File: config.mk
export PLATFORM = sky130hd
export DESIGN_NAME = gregorian_date_day_number
export DESIGN_NICKNAME = d
export VERILOG_FILES = /design/src/sv/gddn_pkg.sv /design/src/sv/gddn_date_check.sv /design/src/sv/gregorian_date_day_number.sv
export VERILOG_INCLUDE_DIRS = /design/src /design/src/sv
export SDC_FILE = /design/constraint.sdc
export NUM_CORES = 1
export LEC_CHECK = 0
export BUFFER_PORTS_ARGS = -buffer_cell sky130_fd_sc_hd__buf_2
export CORE_MARGIN = 5
export CORE_UTILIZATION = 55
export CTS_BUF_LIST = sky130_fd_sc_hd__clkbuf_4
export CTS_CLUSTER_SIZE = 16
export DETAILED_ROUTE_END_ITERATION = 16
export GPL_TIMING_DRIVEN = 0
export PLACE_DENSITY_LB_ADDON = 0.1
export SLEW_MARGIN = 15
export SYNTH_ARGS = -nofsm -noshare
export SYNTH_HDL_FRONTEND = slang
export SYNTH_SLANG_ARGS = --single-unit
File: constraint.sdc
create_clock -name clk -period 16.9 [get_ports clk]
set_input_delay 3.38 -clock clk [delete_from_list [all_inputs] [get_ports clk]]
set_output_delay 3.38 -clock clk [all_outputs]
set_load 0.005 [all_outputs]
File: src/sv/assert_macros.svh
// ---------------------------------------------------------------------------
// assert_macros.svh
// Assertion macros shared by the RTL. Define NO_ASSERTIONS to compile them out.
// ---------------------------------------------------------------------------
`ifndef ASSERT_MACROS_SVH
`define ASSERT_MACROS_SVH

`ifndef NO_ASSERTIONS

// Checked on every rising edge outside reset
`define ASSERT_CLKD(lbl, clk, rst_n, prop, msg) \
  lbl: assert property (@(posedge clk) disable iff (!rst_n) prop) else $error(msg);

// Checked on every rising edge, reset included
`define ASSERT_ALWAYS(lbl, clk, prop, msg) \
  lbl: assert property (@(posedge clk) prop) else $error(msg);

`else

`define ASSERT_CLKD(lbl, clk, rst_n, prop, msg)
`define ASSERT_ALWAYS(lbl, clk, prop, msg)

`endif

`endif

File: src/sv/gddn_pkg.sv
// ---------------------------------------------------------------------------
// gddn_pkg
// Calendar constants, month tables and shared types for the date pipeline.
// ---------------------------------------------------------------------------
package gddn_pkg;

  localparam int EPOCH_YEAR = 1970;
  localparam int MAX_YEAR   = 9999;

  localparam int YEAR_W   = 14;
  localparam int MONTH_W  = 4;
  localparam int DAY_W    = 5;
  localparam int OFS_W    = 10;
  localparam int ORD_W    = 9;
  localparam int DAYS_W   = 22;
  localparam int WD_W     = 3;
  localparam int Q100_W   = 8;
  localparam int LEAPS_W  = 12;

  // floor(y / 100) = floor((y >> 2) * 5243 >> 17) for every 14-bit y
  localparam int DIV100_MULT  = 5243;
  localparam int DIV100_SHIFT = 17;

  // floor(d / 7) = (d * 4793491) >> 25 for d below 6.7 million
  localparam int DIV7_MULT  = 4793491;
  localparam int DIV7_SHIFT = 25;

  localparam int DAYS_YEAR = 365;
  localparam int DAYS_LEAP = 366;

  // Leap years in 1 .. EPOCH_YEAR-1
  localparam int EPOCH_LEAPS = (EPOCH_YEAR - 1) / 4 - (EPOCH_YEAR - 1) / 100
                               + (EPOCH_YEAR - 1) / 400;
  localparam int LEAPS_1600  = 1600 / 4 - 1600 / 100 + 1600 / 400;
  // 1601-01-01 was a Monday
  localparam int EPOCH_BASE  = (EPOCH_YEAR - 1601) * 365 + EPOCH_LEAPS - LEAPS_1600;
  localparam int EPOCH_WD0   = (1 + EPOCH_BASE) % 7;

  localparam logic [MONTH_W-1:0] MON_JAN = 4'd1;
  localparam logic [MONTH_W-1:0] MON_FEB = 4'd2;
  localparam logic [MONTH_W-1:0] MON_DEC = 4'd12;

  typedef struct packed {
    logic                 valid;
    logic                 leap;
    logic [ORD_W-1:0]     ordinal;
    logic [LEAPS_W-1:0]   leaps_prev;
  } date_info_t;

  // Days in a common-year month; 0 for codes that are not months
  function automatic logic [DAY_W-1:0] month_len_f(input logic [MONTH_W-1:0] m);
    logic [DAY_W-1:0] len;
    unique case (m)
      4'd1, 4'd3, 4'd5, 4'd7, 4'd8, 4'd10, 4'd12: len = 5'd31;
      4'd4, 4'd6, 4'd9, 4'd11:                    len = 5'd30;
      4'd2:                                       len = 5'd28;
      default:                                    len = 5'd0;
    endcase
    return len;
  endfunction

  // Days before the first of month m, with the leap day after February
  function automatic logic [ORD_W-1:0] month_start_f(input logic [MONTH_W-1:0] m,
                                                     input logic leap);
    logic [ORD_W-1:0] start;
    unique case (m)
      4'd1:    start = 9'd0;
      4'd2:    start = 9'd31;
      4'd3:    start = 9'd59;
      4'd4:    start = 9'd90;
      4'd5:    start = 9'd120;
      4'd6:    start = 9'd151;
      4'd7:    start = 9'd181;
      4'd8:    start = 9'd212;
      4'd9:    start = 9'd243;
      4'd10:   start = 9'd273;
      4'd11:   start = 9'd304;
      4'd12:   start = 9'd334;
      default: start = 9'd0;
    endcase
    if (leap && (m > MON_FEB) && (m <= MON_DEC)) begin
      start = start + 9'd1;
    end
    return start;
  endfunction

endpackage

File: src/sv/gddn_date_check.sv
// ---------------------------------------------------------------------------
// gddn_date_check
// Leap-year test, date validity, day of year and leap count before the year.
// ---------------------------------------------------------------------------
module gddn_date_check (
  input  logic [gddn_pkg::YEAR_W-1:0]  year,
  input  logic [gddn_pkg::MONTH_W-1:0] month,
  input  logic [gddn_pkg::DAY_W-1:0]   day,
  input  logic [gddn_pkg::Q100_W-1:0]  q100,
  output gddn_pkg::date_info_t         info
);

  logic                             div4;
  logic                             div100;
  logic                             div400;
  logic                             leap;
  logic [gddn_pkg::DAY_W:0]         len;
  logic                             valid;
  logic [gddn_pkg::YEAR_W-1:0]      hundreds;
  logic [gddn_pkg::LEAPS_W-1:0]     leaps_incl;

  assign hundreds = gddn_pkg::YEAR_W'({6'd0, q100} * 14'd100);
  assign div4     = (year[1:0] == 2'd0);
  assign div100   = (year == hundreds);
  assign div400   = div100 && (q100[1:0] == 2'd0);
  assign leap     = (div4 && !div100) || div400;

  assign len = {1'b0, gddn_pkg::month_len_f(month)}
             + {5'd0, (month == gddn_pkg::MON_FEB) && leap};

  assign valid = (year <= gddn_pkg::YEAR_W'(gddn_pkg::MAX_YEAR))
              && (month >= gddn_pkg::MON_JAN) && (month <= gddn_pkg::MON_DEC)
              && (day != 5'd0) && ({1'b0, day} <= len);

  // Leap years in 1 .. year, then drop this year's own
  assign leaps_incl = year[13:2] - gddn_pkg::LEAPS_W'(q100)
                    + gddn_pkg::LEAPS_W'(q100[7:2]);

  always_comb begin
    info.valid      = valid;
    info.leap       = leap;
    info.ordinal    = valid ? gddn_pkg::month_start_f(month, leap) + 9'(day) : 9'd0;
    info.leaps_prev = leaps_incl - gddn_pkg::LEAPS_W'(leap);
  end

endmodule

File: src/sv/gregorian_date_day_number.sv
// ---------------------------------------------------------------------------
// gregorian_date_day_number
// Gregorian date check, day of year, days since epoch, weekday and an
// in-year day shift.
// ---------------------------------------------------------------------------
// Takes one date per clock while in_stall is low. The data passes five
// register stages: input register, year/100 reciprocal multiply, date check,
// epoch count and month search, then weekday by reciprocal multiply mod 7
// into the output register. The pipeline stalls as a whole only while a
// result sits in the output register and out_stall is high; otherwise
// in_stall is low and a new date enters every cycle.
`include "assert_macros.svh"

module gregorian_date_day_number (
  input  logic                                clk,
  input  logic                                rst_n,

  input  logic                                in_valid,
  output logic                                in_stall,
  input  logic [gddn_pkg::YEAR_W-1:0]         in_year,
  input  logic [gddn_pkg::MONTH_W-1:0]        in_month,
  input  logic [gddn_pkg::DAY_W-1:0]          in_day,
  input  logic signed [gddn_pkg::OFS_W-1:0]   in_day_offset,

  output logic                                out_valid,
  input  logic                                out_stall,
  output logic                                out_date_valid,
  output logic                                out_epoch_ok,
  output logic [gddn_pkg::ORD_W-1:0]          out_ordinal_day,
  output logic [gddn_pkg::DAYS_W-1:0]         out_days_since_epoch,
  output logic [gddn_pkg::WD_W-1:0]           out_weekday,
  output logic                                out_shift_ok,
  output logic [gddn_pkg::MONTH_W-1:0]        out_new_month,
  output logic [gddn_pkg::DAY_W-1:0]          out_new_day
);

  logic advance;

  // Stage valids
  logic s1_v_r, s2_v_r, s3_v_r, s4_v_r, out_v_r;

  // Stage 1: registered inputs
  logic [gddn_pkg::YEAR_W-1:0]        s1_year_r;
  logic [gddn_pkg::MONTH_W-1:0]       s1_month_r;
  logic [gddn_pkg::DAY_W-1:0]         s1_day_r;
  logic signed [gddn_pkg::OFS_W-1:0]  s1_ofs_r;

  // Stage 2: year / 100
  logic [24:0]                        q_prod;
  logic [gddn_pkg::YEAR_W-1:0]        s2_year_r;
  logic [gddn_pkg::MONTH_W-1:0]       s2_month_r;
  logic [gddn_pkg::DAY_W-1:0]         s2_day_r;
  logic signed [gddn_pkg::OFS_W-1:0]  s2_ofs_r;
  logic [gddn_pkg::Q100_W-1:0]        s2_q100_r;

  // Stage 3: date check
  gddn_pkg::date_info_t               info;
  gddn_pkg::date_info_t               s3_info_r;
  logic                               s3_after_epoch_r;
  logic [gddn_pkg::YEAR_W-1:0]        s3_year_ofs_r;
  logic [gddn_pkg::MONTH_W-1:0]       s3_month_r;
  logic [gddn_pkg::DAY_W-1:0]         s3_day_r;
  logic signed [gddn_pkg::OFS_W-1:0]  s3_ofs_r;

  // Stage 4: epoch count and shift
  logic [22:0]                        days_full;
  logic                               epoch_nxt;
  logic signed [10:0]                 target;
  logic [8:0]                         target_u;
  logic [8:0]                         limit;
  logic                               shift_nxt;
  logic [gddn_pkg::MONTH_W-1:0]       nm_nxt;
  logic [gddn_pkg::DAY_W-1:0]         nd_nxt;
  logic                               s4_valid_r;
  logic                               s4_epoch_r;
  logic [gddn_pkg::ORD_W-1:0]         s4_ordinal_r;
  logic [gddn_pkg::DAYS_W-1:0]        s4_days_r;
  logic                               s4_shift_r;
  logic [gddn_pkg::MONTH_W-1:0]       s4_nm_r;
  logic [gddn_pkg::DAY_W-1:0]         s4_nd_r;

  // Stage 5: weekday
  logic [22:0]                        wd_sum;
  logic [45:0]                        wd_prod;
  logic [22:0]                        wd_rem;
  logic [gddn_pkg::WD_W-1:0]          wd_nxt;

  logic                               out_date_valid_r;
  logic                               out_epoch_ok_r;
  logic [gddn_pkg::ORD_W-1:0]         out_ordinal_r;
  logic [gddn_pkg::DAYS_W-1:0]        out_days_r;
  logic [gddn_pkg::WD_W-1:0]          out_weekday_r;
  logic                               out_shift_ok_r;
  logic [gddn_pkg::MONTH_W-1:0]       out_new_month_r;
  logic [gddn_pkg::DAY_W-1:0]         out_new_day_r;

  // Hold everything only while the output transaction is blocked
  assign advance  = !(out_v_r && out_stall);
  assign in_stall = !advance;

  always_ff @(posedge clk) begin
    if (!rst_n) begin
      s1_v_r  <= 1'b0;
      s2_v_r  <= 1'b0;
      s3_v_r  <= 1'b0;
      s4_v_r  <= 1'b0;
      out_v_r <= 1'b0;
    end else if (advance) begin
      s1_v_r  <= in_valid;
      s2_v_r  <= s1_v_r;
      s3_v_r  <= s2_v_r;
      s4_v_r  <= s3_v_r;
      out_v_r <= s4_v_r;
    end
  end

  // ---- stage 2 logic
  assign q_prod = 25'(s1_year_r[13:2]) * 25'(gddn_pkg::DIV100_MULT);

  // ---- stage 3 logic
  gddn_date_check u_check (
    .year  (s2_year_r),
    .month (s2_month_r),
    .day   (s2_day_r),
    .q100  (s2_q100_r),
    .info  (info)
  );

  // ---- stage 4 logic
  assign days_full = 23'(s3_year_ofs_r) * 23'(gddn_pkg::DAYS_YEAR)
                   + 23'(s3_info_r.leaps_prev) - 23'(gddn_pkg::EPOCH_LEAPS)
                   + 23'(s3_info_r.ordinal) - 23'd1;
  assign epoch_nxt = s3_info_r.valid && s3_after_epoch_r;

  assign target   = $signed({2'b00, s3_info_r.ordinal}) + 11'(s3_ofs_r);
  assign target_u = target[8:0];
  assign limit    = s3_info_r.leap ? 9'(gddn_pkg::DAYS_LEAP) : 9'(gddn_pkg::DAYS_YEAR);
  assign shift_nxt = s3_info_r.valid && (target >= 11'sd1)
                  && (target <= $signed({2'b00, limit}));

  always_comb begin
    logic [gddn_pkg::MONTH_W-1:0] mon;
    mon = gddn_pkg::MON_JAN;
    // Last month whose first day lies at or before the target
    for (int i = 2; i <= 12; i++) begin
      if (target_u > gddn_pkg::month_start_f(4'(i), s3_info_r.leap)) begin
        mon = 4'(i);
      end
    end
    nm_nxt = shift_nxt ? mon : s3_month_r;
    nd_nxt = shift_nxt ? 5'(target_u - gddn_pkg::month_start_f(mon, s3_info_r.leap))
                       : s3_day_r;
  end

  // ---- stage 5 logic
  assign wd_sum  = 23'(s4_days_r) + 23'(gddn_pkg::EPOCH_WD0);
  assign wd_prod = 46'(wd_sum) * 46'(gddn_pkg::DIV7_MULT);
  assign wd_rem  = wd_sum - 23'(wd_prod[45:gddn_pkg::DIV7_SHIFT]) * 23'd7;
  assign wd_nxt  = s4_epoch_r ? wd_rem[2:0] : 3'd0;

  always_ff @(posedge clk) begin
    if (advance) begin
      s1_year_r  <= in_year;
      s1_month_r <= in_month;
      s1_day_r   <= in_day;
      s1_ofs_r   <= in_day_offset;

      s2_year_r  <= s1_year_r;
      s2_month_r <= s1_month_r;
      s2_day_r   <= s1_day_r;
      s2_ofs_r   <= s1_ofs_r;
      s2_q100_r  <= q_prod[gddn_pkg::DIV100_SHIFT +: gddn_pkg::Q100_W];

      s3_info_r        <= info;
      s3_after_epoch_r <= (s2_year_r >= gddn_pkg::YEAR_W'(gddn_pkg::EPOCH_YEAR));
      s3_year_ofs_r    <= s2_year_r - gddn_pkg::YEAR_W'(gddn_pkg::EPOCH_YEAR);
      s3_month_r       <= s2_month_r;
      s3_day_r         <= s2_day_r;
      s3_ofs_r         <= s2_ofs_r;

      s4_valid_r   <= s3_info_r.valid;
      s4_epoch_r   <= epoch_nxt;
      s4_ordinal_r <= s3_info_r.ordinal;
      s4_days_r    <= epoch_nxt ? days_full[gddn_pkg::DAYS_W-1:0] : '0;
      s4_shift_r   <= shift_nxt;
      s4_nm_r      <= nm_nxt;
      s4_nd_r      <= nd_nxt;

      out_date_valid_r <= s4_valid_r;
      out_epoch_ok_r   <= s4_epoch_r;
      out_ordinal_r    <= s4_ordinal_r;
      out_days_r       <= s4_days_r;
      out_weekday_r    <= wd_nxt;
      out_shift_ok_r   <= s4_shift_r;
      out_new_month_r  <= s4_nm_r;
      out_new_day_r    <= s4_nd_r;
    end
  end

  assign out_valid            = out_v_r;
  assign out_date_valid       = out_date_valid_r;
  assign out_epoch_ok         = out_epoch_ok_r;
  assign out_ordinal_day      = out_ordinal_r;
  assign out_days_since_epoch = out_days_r;
  assign out_weekday          = out_weekday_r;
  assign out_shift_ok         = out_shift_ok_r;
  assign out_new_month        = out_new_month_r;
  assign out_new_day          = out_new_day_r;

  // ---- assertions
  `ASSERT_CLKD(a_epoch_needs_valid, clk, rst_n, out_valid && out_epoch_ok |-> out_date_valid, "epoch result on invalid date")
  `ASSERT_CLKD(a_shift_in_range, clk, rst_n, out_valid && out_shift_ok |-> out_date_valid && out_new_month >= gddn_pkg::MON_JAN && out_new_month <= gddn_pkg::MON_DEC && out_new_day != 5'd0, "shifted date out of range")
  `ASSERT_CLKD(a_no_epoch_zero, clk, rst_n, out_valid && !out_epoch_ok |-> out_days_since_epoch == '0 && out_weekday == 3'd0, "epoch fields not cleared")
  `ASSERT_CLKD(a_weekday_range, clk, rst_n, out_valid |-> out_weekday < 3'd7, "weekday out of range")
  `ASSERT_CLKD(a_stall_only_when_full, clk, rst_n, in_stall |-> out_valid && out_stall, "input stalled without a blocked output")

endmodule
==> results of run 1 <==
## sequential cells by signal (all words and copies together) (netlist names), 9 cells and up, named ones only
name                  count
out_ordinal_day           9
s3_info_r                23
s3_ofs_r                 10
s2_ofs_r                 10
out_days_since_epoch     22
s4_ordinal_r              9
s3_year_ofs_r            14
s4_days_r                22
s1_ofs_r                 10
s2_year_r                14
s1_year_r                14
## cells by family after synthesis
family | Yosys count | share of synthesized area
XOR/XNOR | 131 | 0.0530
buffers and inverters | 438 | 0.0748
AO/OA/AOI/OAI | 216 | 0.0688
multiplexers | 19 | 0.00911
flip-flops | 237 | 0.316
AND/OR/NAND/NOR | 289 | 0.0664
adder cells (fa/ha/maj) | 594 | 0.412
## routing by layer
layer | up-vias | routed length, um
li1 | 6804 | -
met1 | 6490 | 18900
met2 | 224 | 20300
met3 | 84 | 1600
met4 | 2 | 1160
met5 | - | 13
## layout make-up
class / count / area share
plain buffers: 8 / 0.00146
inverters: 430 / 0.0672
clock buffers: 97 / 0.0303
multi-input cells: 1249 / 0.558
flip-flops and latches: 237 / 0.289
well taps: 525 / 0.0273
diodes: 5 / 0.000521
repair buffers: 88 / 0.0215
clock inverters: 22 / 0.00484
## worst register-to-register path: cells and delay by family, from the launching register on
| kind | cells | cell delay (ps) |
|---|---|---|
| adders and majority gates | 9 | 3640 |
| buffers and inverters | 3 | 180 |
| DFF | 1 | 470 |
| and+or+nand+nor | 6 | 1390 |
| xor gates and xnor gates | 9 | 1930 |
| AOI/OAI and AO/OA | 5 | 1150 |
## per-stage QoR
stage | worst slack (ps) | hold WS [ps]
final | 7850 | 413
after global routing | 7370 | 414
after CTS | 7800 | 387
after detailed placement | 7870 | 405
after global placement | -784 | 400
after floorplan | 2750 | 400
## synth_stat cells (all sizes together) (6+ instances only)
cell	count	area share
fa	216	0.20
a211oi	7	0.0024
dfxtp	17	0.015
o21ai	44	0.010
and2	12	0.0035
nand2	63	0.011
a21boi	9	0.0031
nor4	9	0.0028
a21oi	50	0.011
clkbuf	7	0.0012
nand4	11	0.0031
or2	7	0.0020
xor2	43	0.018
mux2i	11	0.0050
nor2	79	0.014
and3	13	0.0038
nor2b	9	0.0026
mux2	8	0.0041
o21bai	8	0.0027
inv	429	0.073
a31oi	7	0.0020
or3	6	0.0017
edfxtp	220	0.30
xnor2	88	0.035
nand3	30	0.0068
o21a	17	0.0058
ha	378	0.22
a21o	23	0.0079
o211ai	8	0.0036
nor3	26	0.0061
nand2b	7	0.0020
## path summary, 6_finish.rpt
kind | start | end | slack (ps) | depth (start not counted)
setup / recovery | s4_days_r[5]$_SDFFCE_PN0N_ | out_weekday[2]$_SDFFCE_PN0N_ | 7850 | 32
hold / removal | s2_ofs_r[7]$_DFFE_PN_ | s3_ofs_r[7]$_DFFE_PN_ | 410 | 0
setup reg to reg | s4_days_r[5]$_SDFFCE_PN0N_ | out_weekday[2]$_SDFFCE_PN0N_ | 7850 | 32
hold reg to reg | s2_ofs_r[7]$_DFFE_PN_ | s3_ofs_r[7]$_DFFE_PN_ | 410 | 0
==> results.ini, run 1 <==
[clocking]
cts_resized=0
cts_buffers=68
cts_hold_buf=0
clkLatencyLatePin_ps=770
postCtsSetupBuffers=0
ctsRootBufferMaster=clkbuf_4
cts_tree=built
cts.sinks=237
clockBufferDepth=3
cts.clk_slew.worst_paths_ps=60
cts_max_level=3

[detailed_routing]
ant_nets=0
routedWlPerCell_um=15.8
drcViolationCount=0
vias=13604
via_per_inst=5.11
drtIter0Drc=521
wl_um=42000
dr.pass1.iters=5

[sta]
min_period_ps=9050
rsz0062_at_grt=no
setup_violations=0
fin_tns_setup_ps=0
clock_skew_ps=63.1
worstMarginPinSlew_ps=917
slew_headroom=0.384
finalCritPeriodShare=0.536
hold_viol=0
timing.final.max_slew_violations=0
max_freq_mhz=110

[floorplanning]
top_level_ports=85
fp.dieH_um=210
dieArea_mm2=0.0441
fp-row-count=73
start_util=0.555
coreArea_mm2=0.0396
die_w_um=210

[logic_synthesis]
yosysSeqAreaShare=0.316
yosys_most_used_dff=edfxtp_1
netlist_area_mm2=0.0220
ys_ff_latch=237
netlist_instances=1924
ys_types=80
synth-edff-count=220
yosys_warnings=0
postSynthAreaPerCell_um2=11.4
async_reset_ff_frac=0
syn_nets=2555

[critical_path]
cp.arrival_ps=9530
critPathLaunchType=flop
crit_type=flop to flop
crit_top_cell=xnor2_1
cp-end-kind=flop
cp_data_required_time_ps=17370
path_delay_family=adder cells
slowest_stage=xnor2_1
cp_slowest_stage_delay_ps=740
crit_buf_inv=3
crit_fanout=6

[layout]
layout_commonest_cell=inv_1
num-fill-cells=3371
drive_above_1_share=0.109
multi_input_area_mm2=0.0134
fin_nets=2713
final_cell_area_mm2=0.0240
regArea_mm2=0.00695
fin_util=0.606
layout_common_cells=inv_1, ha_1, edfxtp_1
area_growth_pct=9.25
finalNonFillerCells=2661

[grt]
use_met3=0.0393
grt_util_met1=0.265
antenna_found_initial=3
grt_pass1_vias=14546
gr-total-overflow=0
globalRouteTotalUtil=0.199
grt_max_degree=57
grt_pass1_wl_um=71000
gr-max-usage-layer=met2
gr-usage-met2=0.331

[run_status]
outcome=finished, final reports clean

[placed_design]
dp_cells=2537
dp_hpwl_um=34500
gp_congestion=0.904
placed_cell_area_mm2=0.0232
port_buffers=84

[job]
drv_cap=0

[worst_hold_path]
hold_path_class=flop to flop

Power of run 1 is not shown: default switching activity piles up to over one toggle a cycle in this logic, so the estimate is an artifact.
==> run 2: changes to the inputs <==
clock period = 9.3 ns   (was 16.9 ns; I/O delays follow)
==> run 2 against run 1 <==
Against the previous run: register-to-register slack got worse by 7200 ps; clock skew decreased by 30 ps; largest cell class unchanged; fmax increased by 4.0%; sequential cell count unchanged; cell area about the same; global-route usage decreased by 0.11 points; critical path depth increased by 1; highest routed layer is now met4; final cell count decreased by 0.38%; first-iteration DRC count increased by 7.5%.
==> results.ini, run 2 (synthesis gave the netlist of run 1 again) <==
[critical_path]
slowest_stage=fa_1
crit_fanout=6
cp_data_required_time_ps=9770
cp_slowest_stage_delay_ps=500
cp-end-kind=flop
crit_type=flop to flop
cp.arrival_ps=9170
critPathLaunchType=flop
crit_top_cell=xnor2_1

[layout]
largest_reg_flops=23
fin_util=0.605
layout_commonest_cell=inv_1
regArea_mm2=0.00695
fin_nets=2710
multi_input_area_mm2=0.0134
final_cell_area_mm2=0.0240
drive_above_1_share=0.109
top_register=s3_info_r
num-fill-cells=3350
area_growth_pct=9.16
layout_common_cells=inv_1, ha_1, edfxtp_1

[detailed_routing]
drtIter0Drc=560
drcViolationCount=0
routedWlPerCell_um=15.8
ant_nets=0
via_per_inst=5.14
dr.pass1.iters=5
vias=13625
wl_um=41800

[run_status]
outcome=finished, final reports clean

[grt]
globalRouteTotalUtil=0.198
grt_max_degree=107
grt_pass1_wl_um=71100
antenna_found_initial=2
gr-total-overflow=0
grt_pass1_vias=14489

[sta]
hold_viol=0
clock_skew_ps=33.5
fin_tns_setup_ps=0
finalCritPeriodShare=0.936
setup_violations=0
rsz0062_at_grt=no
slew_headroom=0.498
layout_setup_ws_ps=598
timing.final.max_slew_violations=0
worstMarginPinSlew_ps=733
min_period_ps=8700
max_freq_mhz=115

[floorplanning]
top_level_ports=85
coreArea_mm2=0.0396
fp.dieH_um=210
fp-row-count=73
die_w_um=210
start_util=0.555
dieArea_mm2=0.0441

[clocking]
cts_max_level=3
cts_hold_buf=0
cts_tree=built
cts_resized=0
postCtsSetupBuffers=0
ctsRootBufferMaster=clkbuf_4
clkLatencyLatePin_ps=720
cts.clk_slew.worst_paths_ps=60
cts.sinks=237
cts_buffers=67
clockBufferDepth=3

[placed_design]
dp_hpwl_um=34500
gp_congestion=0.902
dpl_worst_slack_ps=449
port_buffers=84
placed_cell_area_mm2=0.0231

[worst_hold_path]
hold_path_class=flop to flop

[job]
drv_cap=0

[run 2: changes by cell type in the layout (fill, tap and decap cells not counted)]
| cell | before | now |
|---|---|---|
| xnor2_1 | 88 | 85 |
| diode_2 | 5 | 6 |
| buf_12 | 2 | 0 |
| clkbuf_8 | 0 | 1 |
| clkinv_2 | 3 | 0 |
| clkbuf_4 | 98 | 96 |
| xor2_2 | 0 | 1 |
| xor2_1 | 42 | 41 |
| clkinvlp_4 | 1 | 0 |
| bufinv_16 | 1 | 2 |
| clkinv_1 | 17 | 12 |
| xnor2_2 | 0 | 3 |
[run 2: layer usage]
layer	share of wire	up-vias	global-route usage	wire (um)
met1	0.45	6557	0.262	18700
met3	0.036	68	0.0345	1520
met2	0.49	218	0.339	20500
li1	-	6782	-	-
met5	0	-	0	0
met4	0.025	0	0.0603	1040
[run 2: worst paths after layout]
check | start | to | slack (ps) | cells after the start
max | s4_days_r[5]$_SDFFCE_PN0N_ | out_weekday[2]$_SDFFCE_PN0N_ | 600 | 33
min | s1_day_r[2]$_DFFE_PN_ | s2_day_r[2]$_DFFE_PN_ | 410 | 0
max reg2reg | s4_days_r[5]$_SDFFCE_PN0N_ | out_weekday[2]$_SDFFCE_PN0N_ | 600 | 33
min reg2reg | s1_day_r[2]$_DFFE_PN_ | s2_day_r[2]$_DFFE_PN_ | 410 | 0
[run 2: cell type report]
| cell class | count | area share |
|---|---|---|
| Inverter | 430 | 0.0673 |
| Antenna cell | 6 | 0.000626 |
| Buffer | 8 | 0.00172 |
| Clock inverter | 14 | 0.00438 |
| Clock buffer | 96 | 0.0300 |
| Tap cell | 525 | 0.0274 |
| Timing Repair Buffer | 86 | 0.0198 |
| Sequential cell | 237 | 0.289 |
| Multi-Input combinational cell | 1249 | 0.559 |
[run 2: through the flow]
stage	hold slack (ps)	cells
2_1_floorplan	400	1924
5_1_grt	421	2651
4_1_cts	411	2645
3_5_place_dp	405	2535
6_report	412	2651
3_3_place_gp	400	2533
[run 2: worst max-delay path, delay by kind of cell, from the launching register on]
family	cells	cell delay, ps
AOI/OAI and AO/OA	5	1000
xor gates and xnor gates	9	1530
adders and majority gates	9	3550
buffers and inverters	3	170
DFF	1	470
and+or+nand+nor	7	1720
Power of run 2 is left out for the same reason.
==> run 3: changes to the inputs <==
GPL_TIMING_DRIVEN = 1   (was 0)
==> run 3 against run 2 <==
Against the previous run: worst hold slack worse by 16 ps; fmax up 2.3%; sequential cell count unchanged; global-route usage up 0.45 points; non-clock buffer count down 1; critical endpoint unchanged.
==> results.ini, run 3 (synthesis gave the netlist of run 1 again) <==
[clocking]
cts.clk_slew.worst_paths_ps=60
clockBufferDepth=3
cts_buffers=66
postCtsSetupBuffers=0
cts.sinks=237
cts_hold_buf=0
cts_resized=0
cts_tree=built
clkLatencyLatePin_ps=750
cts_max_level=3
ctsRootBufferMaster=clkbuf_4

[job]
drv_cap=0

[critical_path]
cp_slowest_stage_delay_ps=520
slowest_stage=xnor2_1
crit_fanout=6
reg2reg_slack_ps=790
critPathLaunchType=flop
ff2ff_path_depth=32
cp-end-kind=flop
r2r-end=out_weekday[2]$_SDFFCE_PN0N_
cp.arrival_ps=8980
reg2reg_from=s4_days_r[5]$_SDFFCE_PN0N_
cp_data_required_time_ps=9770
crit_type=flop to flop
crit_top_cell=xnor2_1

[detailed_routing]
ant_nets=0
drtIter0Drc=627
via_per_inst=5.17
drcViolationCount=0
vias=13687
dr.pass1.iters=5
routedWlPerCell_um=16.3
wl_um=43100

[grt]
grt_pass1_vias=14465
grt_pass1_wl_um=72000
antenna_found_initial=2
globalRouteTotalUtil=0.203
grt_max_degree=85
gr-total-overflow=0

[worst_hold_path]
min_from=s1_ofs_r[8]$_DFFE_PN_
hold_path_class=flop to flop
hold_path_depth=0
min_to=s2_ofs_r[8]$_DFFE_PN_

[sta]
timing.final.max_slew_violations=0
min_period_ps=8510
max_freq_mhz=118
finalCritPeriodShare=0.915
hold_viol=0
worstMarginPinSlew_ps=1020
clock_skew_ps=50.1
rsz0062_at_grt=no
slew_headroom=0.319
fin_tns_setup_ps=0
setup_violations=0

[layout]
layout_commonest_cell=inv_1
layout_common_cells=inv_1, ha_1, edfxtp_1
num-fill-cells=3312
top_register=s3_info_r
area_growth_pct=8.70
fin_nets=2708
finalNonFillerCells=2648
drive_above_1_share=0.109
largest_reg_flops=23

[floorplanning]
fp.dieH_um=210
coreArea_mm2=0.0396
start_util=0.555
top_level_ports=85
die_w_um=210
fp-row-count=73
dieArea_mm2=0.0441

[placed_design]
dp_cells=2534
port_buffers=84
gp_congestion=0.892
dp_hpwl_um=35700

[run_status]
outcome=finished, final reports clean

[run 3: changes by cell type in the layout (fill, tap and decap cells not counted), moves of 2 or more]
cell      delta
clkinv_2     +3
buf_16       -2
diode_2      -3
clkbuf_4     -7
clkbuf_1     -6
xnor2_2      -3
clkinv_1     +3
inv_2        +2
buf_4        +9
xnor2_1      +3
[run 3: worst max path at each step]
stage / startpoint / endpoint / slack (ps) / cells past startpoint
floorplan: s4_days_r[5]$_SDFFCE_PN0N_ / out_weekday[2]$_SDFFCE_PN0N_ / 1500 / 31
global placement: s4_days_r[2]$_SDFFCE_PN0N_ / out_weekday[2]$_SDFFCE_PN0N_ / 960 / 30
detailed placement: s4_days_r[5]$_SDFFCE_PN0N_ / out_weekday[2]$_SDFFCE_PN0N_ / 750 / 32
CTS: s4_days_r[5]$_SDFFCE_PN0N_ / out_weekday[2]$_SDFFCE_PN0N_ / 740 / 32
global route: s4_days_r[5]$_SDFFCE_PN0N_ / out_weekday[2]$_SDFFCE_PN0N_ / 360 / 31
finish: s4_days_r[5]$_SDFFCE_PN0N_ / out_weekday[2]$_SDFFCE_PN0N_ / 790 / 32
[run 3: through the flow]
| stage | utilization | setup WS (ps) | area (um2) | hold WS [ps] |
|---|---|---|---|---|
| 2_1_floorplan | - | 1500 | 22000 | 400 |
| 3_3_place_gp | 0.583 | 959 | 23100 | 401 |
| 3_5_place_dp | 0.583 | 754 | 23100 | 405 |
| 4_1_cts | 0.603 | 743 | 23900 | 403 |
| 5_1_grt | 0.603 | 362 | 23900 | 416 |
| 6_report | 0.603 | 794 | 23900 | 395 |
[run 3: critical path: cells and delay by family (launching register included)]
kind,cells,cell delay [ps]
xor gates and xnor gates,9,1670
buffers and inverters,3,170
adders and majority gates,9,3700
AOI/OAI and AO/OA,5,870
DFF,1,450
and+or+nand+nor,6,1430
[run 3: final cells by class]
class | instances | area, um2 | area share
diodes | 3 | 7.51 | 0.000314
flip-flops and latches | 237 | 6950 | 0.291
clock inverters | 22 | 116 | 0.00487
multi-input cells | 1249 | 13400 | 0.561
clock buffers | 89 | 668 | 0.0280
well taps | 525 | 657 | 0.0275
inverters | 430 | 1610 | 0.0675
repair buffers | 93 | 488 | 0.0204
[run 3: routing by layer]
| layer | wire length [um] | vias up | global-route usage |
|---|---|---|---|
| met5 | 0 | - | 0 |
| met4 | 1370 | 0 | 0.0709 |
| met3 | 1580 | 88 | 0.0396 |
| met2 | 21000 | 196 | 0.340 |
| met1 | 19200 | 6616 | 0.267 |
| li1 | - | 6787 | - |
Power of run 3 is left out for the same reason.
